--- config.mk ---
export PLATFORM = sky130hd
export DESIGN_NAME = tbmv_mac
export DESIGN_NICKNAME = d
export VERILOG_FILES = /design/src/tbmv_pkg.sv /design/src/tbmv_mac.sv
export SDC_FILE = /design/constraint.sdc
export NUM_CORES = 2
export LEC_CHECK = 0
export BUFFER_PORTS_ARGS = -buffer_cell sky130_fd_sc_hd__buf_2
export CAP_MARGIN = 20
export CORE_MARGIN = 5
export CORE_UTILIZATION = 30
export DETAILED_ROUTE_END_ITERATION = 10
export MAX_ROUTING_LAYER = met4
export PLACE_DENSITY_LB_ADDON = 0.3
export SLEW_MARGIN = 20
export SYNTH_ARGS = -nofsm -noshare
export SYNTH_HDL_FRONTEND = slang
export SYNTH_SLANG_ARGS = --single-unit
--- constraint.sdc ---
create_clock -name clk -period 6.9 [get_ports clk]
set_input_delay 0.345 -clock clk [delete_from_list [all_inputs] [get_ports clk]]
set_output_delay 0.345 -clock clk [all_outputs]
set_load 0.005 [all_outputs]
--- src/tbmv_pkg.sv ---
// ---------------------------------------------------------------------------
// tbmv_pkg
// Types, codes and constants for the triangular band matrix-vector core.
// ---------------------------------------------------------------------------
package tbmv_pkg;

  // default sizes
  localparam int MAX_N_DEF = 64;
  localparam int MAX_K_DEF = 16;

  // fixed field widths
  localparam int DATA_W     = 32;
  localparam int CFG_DATA_W = 7;
  localparam int CFG_IDX_W  = 3;
  localparam int FRAC_W     = 16;
  localparam int PROD_W     = 2 * DATA_W;
  // products of up to 32 terms summed exactly
  localparam int ACC_W      = 70;

  // request opcodes
  localparam logic [1:0] OP_LOAD_BAND = 2'd0;
  localparam logic [1:0] OP_LOAD_VEC  = 2'd1;
  localparam logic [1:0] OP_START     = 2'd2;

  // configuration register indexes
  localparam logic [CFG_IDX_W-1:0] CFG_UPPER    = 3'd0;
  localparam logic [CFG_IDX_W-1:0] CFG_TRANS    = 3'd1;
  localparam logic [CFG_IDX_W-1:0] CFG_UNIT     = 3'd2;
  localparam logic [CFG_IDX_W-1:0] CFG_LENGTH   = 3'd3;
  localparam logic [CFG_IDX_W-1:0] CFG_OFFDIAGS = 3'd4;

  // Q16.16 constants
  localparam logic [DATA_W-1:0] UNIT_ONE = 32'h0001_0000;
  localparam logic [DATA_W-1:0] SAT_POS  = 32'h7FFF_FFFF;
  localparam logic [DATA_W-1:0] SAT_NEG  = 32'h8000_0000;

  typedef struct packed {
    logic [1:0]               operation;
    logic [5:0]               column_index;
    logic [4:0]               band_row;
    logic signed [DATA_W-1:0] value;
  } request_t;

  typedef struct packed {
    logic [5:0]               result_index;
    logic signed [DATA_W-1:0] result_value;
    logic                     last_result;
  } result_t;

  // travels with each term through the multiply-accumulate pipe
  typedef struct packed {
    logic       valid;
    logic       first;      // first term of an element
    logic       last;       // last term of an element
    logic       unit;       // unit diagonal term
    logic       last_elem;  // element is y[n-1]
    logic [5:0] idx;
  } term_tag_t;

  typedef enum logic [1:0] {
    ST_IDLE,
    ST_RUN,
    ST_DRAIN
  } state_t;

endpackage

--- src/tbmv_mac.sv ---
// ---------------------------------------------------------------------------
// tbmv_mac
// Shared multiply-accumulate unit: product, exact sum, shift and saturate.
// ---------------------------------------------------------------------------
module tbmv_mac (
  input  logic                               clk,
  input  logic                               rst,
  input  tbmv_pkg::term_tag_t                tag,
  input  logic signed [tbmv_pkg::DATA_W-1:0] x_term,
  input  logic signed [tbmv_pkg::DATA_W-1:0] a_term,
  output logic                               result_strobe,
  output tbmv_pkg::result_t                  result
);

  localparam int ACC_W  = tbmv_pkg::ACC_W;
  localparam int PROD_W = tbmv_pkg::PROD_W;
  localparam int FRAC_W = tbmv_pkg::FRAC_W;
  localparam int DATA_W = tbmv_pkg::DATA_W;
  // top bit kept by a Q16.16 result after the shift
  localparam int KEEP_HI = FRAC_W + DATA_W - 1;

  tbmv_pkg::term_tag_t       tag_p;
  tbmv_pkg::term_tag_t       tag_a;
  logic signed [PROD_W-1:0]  prod;
  logic [ACC_W-1:0]          acc;
  logic [ACC_W-1:0]          prod_ext;
  logic                      fits;
  logic [DATA_W-1:0]         sat_value;

  always_ff @(posedge clk) begin
    if (rst) begin
      tag_p <= '0;
      tag_a <= '0;
      result_strobe <= 1'b0;
    end else begin
      tag_p <= tag;
      tag_a <= tag_p;
      result_strobe <= tag_a.valid && tag_a.last;
    end
  end

  assign prod_ext = {{(ACC_W-PROD_W){prod[PROD_W-1]}}, prod};

  always_ff @(posedge clk) begin
    prod <= x_term * a_term;
    if (tag_p.valid) begin
      acc <= tag_p.first ? prod_ext : acc + prod_ext;
    end
  end

  // in range when all bits above the kept field match the sign
  assign fits = (&acc[ACC_W-1:KEEP_HI]) || !(|acc[ACC_W-1:KEEP_HI]);

  always_comb begin
    if (fits) begin
      sat_value = acc[KEEP_HI:FRAC_W];
    end else if (acc[ACC_W-1]) begin
      sat_value = tbmv_pkg::SAT_NEG;
    end else begin
      sat_value = tbmv_pkg::SAT_POS;
    end
  end

  always_ff @(posedge clk) begin
    result.result_index <= tag_a.idx;
    result.result_value <= sat_value;
    result.last_result  <= tag_a.last_elem;
  end

endmodule

# After elaboration in Yosys (flattened, before gate mapping)
# Cells that the tools add are included.
[totals] reg_bits=193 input_bits=77 out_inout_bits=40 wordCells=25
[classes] add_sub_neg=1 n_mul=1 muxes=3 reduce_logical=5
[op_table] cell="$add 70x70->70" count=1
[op_table] cell="$mux 70" count=1
[op_table] cell="$mul 32x32->64" count=1
[op_table] cell="$mux 32" count=2
[op_table] cell="$reduce_and 23->1" count=1
[op_table] cell="$reduce_or 23->1" count=1
[op_table] cell="$logic_and 1x1->1" count=1
[op_table] cell="$logic_not 1->1" count=1
[op_table] cell="$logic_or 1x1->1" count=1

# Logic depth before layout (Yosys ltp)
[logic_depth] depth_word=4 depth_mapped=29 depth_no_buf=27

# Least setup slack after synthesis
# OpenSTA, ideal clock, no wires.
[synth_timing] path_kind="input to register" start="in a_term[2] (netlist name)" end="reg prod[57]" setup_time_ns=0.060 arrival_ns=7.468 t_required_ns=6.840 slack_ns=-0.629 stages=24 path_buffers=2 cell_sequence="clkbuf_1 nand2_1 inv_1 fa_1 fa_1 fa_1 fa_1 inv_1 fa_1 inv_1 fa_1 fa_1 inv_1 fa_1 inv_1 ha_1 clkbuf_1 a21o_2 a21oi_1 and2b_1 a31oi_2 a211o_1 a2111oi_2 a311o_1"
[synth_via] elab_chain_len=1
[synth_rtl] element="from (decl)" line="tbmv_mac.sv:10" source="input logic signed [tbmv_pkg::DATA_W-1:0] a_term,"
[synth_rtl] element="$mul 32x32->64" line="tbmv_mac.sv:45" source="prod <= x_term * a_term;"
[synth_rtl] element="to (signal assigned)" line="tbmv_mac.sv:45"
[synth_rtl] element="to (decl)" line="tbmv_mac.sv:24" source="logic signed [PROD_W-1:0] prod;"
# No other way between the ends.
# A chain may end at the register's enable or synchronous reset.

# Final worst setup path
[layout_timing] start="in x_term[31] (netlist name)" end="reg prod[62]"
[layout_via] elab_chain_len=1
[layout_rtl] element="from (decl)" line="tbmv_mac.sv:9" source="input logic signed [tbmv_pkg::DATA_W-1:0] x_term,"
[layout_rtl] element="$mul 32x32->64" line="tbmv_mac.sv:45"
# No other way between the ends.

==> results.sh <==
export IMPL_setup_viol=2
export IMPL_totalWireLength_mm=130.2
export IMPL_worst_slack_ps=-27.19
export IMPL_synth_edf_count=70
export IMPL_drv_slew=0
export IMPL_syn_nets=6381
export IMPL_r2r_start="prod[0]$_DFF_P_"
export IMPL_ff_latch_area_sq_mm=0.004572
export IMPL_antenna_found_initial=5
export IMPL_route_met3_wl_mm=6.089
export IMPL_grt_max_degree=72
export IMPL_multi_input_area_sq_mm=0.03764
export IMPL_grt_pass1_wl_mm=211.2
export IMPL_ys_flop_type="dfxtp_1"
export IMPL_grt_overflow=0
export IMPL_h_tree_depth=4
export IMPL_fin_util_pct=35.41
export IMPL_path_clk_slew_ps=80
export IMPL_final_layout_size_suffix_gt1_share_pct=15.59
export IMPL_cap_violations=0
export IMPL_grt_util_all_layers_pct=16.68
export IMPL_hp_start="tag[5]"
export IMPL_crit_start="x_term[31]"
export IMPL_final_nets=6732
export IMPL_vias=33860
export IMPL_die_h_um=403.1
export IMPL_routedWlPerCell_um=17.64
export IMPL_worstPathArrival_ps=7310
export IMPL_critPathMaxStageDelay_ps=650
export IMPL_clk_path_buf_depth=2
export IMPL_cts_sinks=193
export IMPL_syn_to_final_growth_pct=17.52
export IMPL_drt_initial_drc_count=1892
export IMPL_final_cells=7381
export IMPL_dieWidth_um=403.1
export IMPL_fin_skew_ps=20.67
export IMPL_violations="setup timing"
export IMPL_seq_area_frac_synth_pct=9.845
export IMPL_ys_async_sr_fraction_pct=0
export IMPL_max_freq_ghz=0.1444
export IMPL_crit_buf_inv=9
export IMPL_synth_area_leaders="fa_1 (47%), inv_1 (8.2%), and2_1 (7.0%), ha_1 (6.8%), dfxtp_1 (5.3%)"
export IMPL_fp_coreArea_sq_mm=0.1539
export IMPL_num_io_pins=117
export IMPL_die_area_sq_mm=0.1625
export IMPL_fill_cells=15730
export IMPL_initial_core_util_pct=30.13
export IMPL_grt_pass1_vias=37400
export IMPL_wl_met1_mm=62.03
export IMPL_io_buffers=115
export IMPL_period_share_pct=100.4
export IMPL_end_kind="register"
export IMPL_cts_tree="yes"
export IMPL_post_route_drc_count=0
export IMPL_yosysTopAreaCell="fa_1"
export IMPL_synth_area_sq_mm=0.04636
export IMPL_path_class="in -> reg"
export IMPL_top_layer="met4"
export IMPL_avgSynthCellArea_sq_um=9.332
export IMPL_worstMarginPinSlew_ps=1054
export IMPL_dr_wl_met2_mm=60.57
export IMPL_syn_instance_count=4968
export IMPL_synth_top_area_share_pct=46.76
export IMPL_dp_cells=7310
export IMPL_place_gp_congestion=0.8945
export IMPL_numCtsBuffers=17
export IMPL_reg2reg_slack_ps=3170
export IMPL_crit_family="adder cells"
export IMPL_yosys_register_bits=193
export IMPL_viasPerCell=4.588
export IMPL_ant_nets=0
export IMPL_fp_row_count=144
export IMPL_yosys_warnings=0
export IMPL_hp_class="in -> reg"
export IMPL_hold_viol=0
export IMPL_cts_root_buffer="clkbuf_16"
export IMPL_ys_types=90
export IMPL_drt_pass1_iter_count=5
export IMPL_status="complete, but fails checks"
export IMPL_fin_crit_ps=6927
export IMPL_dp_hpwl_mm=112.7
export IMPL_cp_max_fo=6
export IMPL_maxSlewHeadroom_pct=29.77
export IMPL_rsz0062_at_grt="yes"
export IMPL_clock_latency_ps=470
export IMPL_start_kind="input port"
export IMPL_crit_top_cell="fa_1"
export IMPL_slowest_stage="fa_2"
export IMPL_whs_ps=88.07
export IMPL_worstPathRequired_ps=7280
-- metrics by stage --
step / worst slack, ps / area (sq um) / TNS (ps)
3_3_place_gp: -794.4 / 52390 / -18200
3_5_place_dp: -871.1 / 52390 / -20700
6_report: -27.19 / 54480 / -30.62
2_1_floorplan: -431.4 / 46450 / -2386
5_1_grt: -236.0 / 54480 / -1483
4_1_cts: -19.21 / 53550 / -24.20
-- worst reg2reg max path, delay by kind of cell (launching register included) --
family                   cells  cell delay, ps
adder cells (fa/ha/maj)      2             620
flip-flops                   1             340
AND/OR/NAND/NOR              2             340
AO/OA/AOI/OAI                8            2110
buffers and inverters        1              70
-- routing by layer --
layer	GRT usage, %	up-vias
met5	-	-
met2	26.75	729
met4	2.303	0
met3	1.562	96
li1	-	15630
met1	23.68	17410
-- sequential cells by signal, summed over array words and instances (netlist names) --
signal / flops
acc: 70
prod: 64
result: 39
tag_p: 10
tag_a: 9
result_strobe: 1
-- cells in the mapped netlist (4+ instances only) --
cell	number
a211o_1	6
a211oi_1	12
a21o_1	63
a21oi_1	130
a221oi_1	6
a311oi_1	7
a31oi_1	22
a41oi_1	6
and2_1	521
and3_1	14
and4_1	5
buf_2	5
buf_4	4
clkbuf_1	265
dfxtp_1	123
edfxtp_1	70
fa_1	1083
ha_1	253
inv_1	1016
nand2_1	635
nand2b_1	17
nand3_1	34
nand4_1	40
nor2_1	105
nor2b_1	39
nor3_1	22
nor4_1	7
o2111ai_1	4
o211ai_1	11
o21a_1	20
o21ai_0	132
o21ai_1	34
o21bai_1	22
o31ai_1	8
or2_2	4
or3_1	6
xnor2_1	77
xor2_1	58
-- area by class of cell --
cell class	count	share of cell area (%)
sequential	193	8.391
inverter	1017	7.020
clock buffer	19	0.8520
tap	2044	4.694
timing repair buffer	610	9.647
multi-input combinational	3480	69.08
antenna	5	0.02296
clock inverter	13	0.2939
-- placed cells by master (no fill, tap or decap), types with 12 or more instances in the layout --
master and instances:
inv_1 999, o21a_1 20, buf_6 41, o21ai_1 36, buf_4 438, nor3_1 20, and2_1 508, buf_8 16
a21oi_2 14, buf_12 41, nand2_1 630, xnor2_1 77, dfxtp_1 121, and2_4 13, xor2_1 58, o21ai_0 121
nor2_1 103, nand4_1 40, and3_1 12, fa_2 43, clkbuf_16 19, fa_1 1040, nand2b_1 17, buf_2 69
o21bai_1 21, a21o_1 63, nor2b_1 39, a31oi_1 19, nand3_1 32, a21oi_1 114, edfxtp_1 70, ha_4 19
ha_1 233, inv_2 15
-- worst paths after layout --
check / cells past startpoint / endpoint
max: 26 / prod[62]$_DFF_P_
min: 2 / tag_p[5]$_SDFF_PP0_
max reg2reg: 13 / acc[58]$_DFFE_PP_
min reg2reg: 0 / result[34]$_DFF_P_
-- cells by family after synthesis --
| group | share of synthesized area, % |
|---|---|
| XOR/XNOR | 2.550 |
| buffers and inverters | 10.61 |
| AND/OR/NAND/NOR | 15.74 |
| flip-flops | 9.845 |
| AO/OA/AOI/OAI | 7.578 |
| adder cells (fa/ha/maj) | 53.59 |
| multiplexers | 0.09175 |
-- timing repair --
action                                  4_1_cts  5_1_grt
setup buffers                                16       17
hold buffers                                  0        0
gates resized for setup                     118      174
gates cloned                                  1        1
endpoints found under the hold margin         0        0
endpoints found under the setup margin       22       26
pin swaps                                    33      121
Power is left out: the tool's default activity adds up to more than one toggle a clock period on the data nets, which glitch-free logic cannot reach.
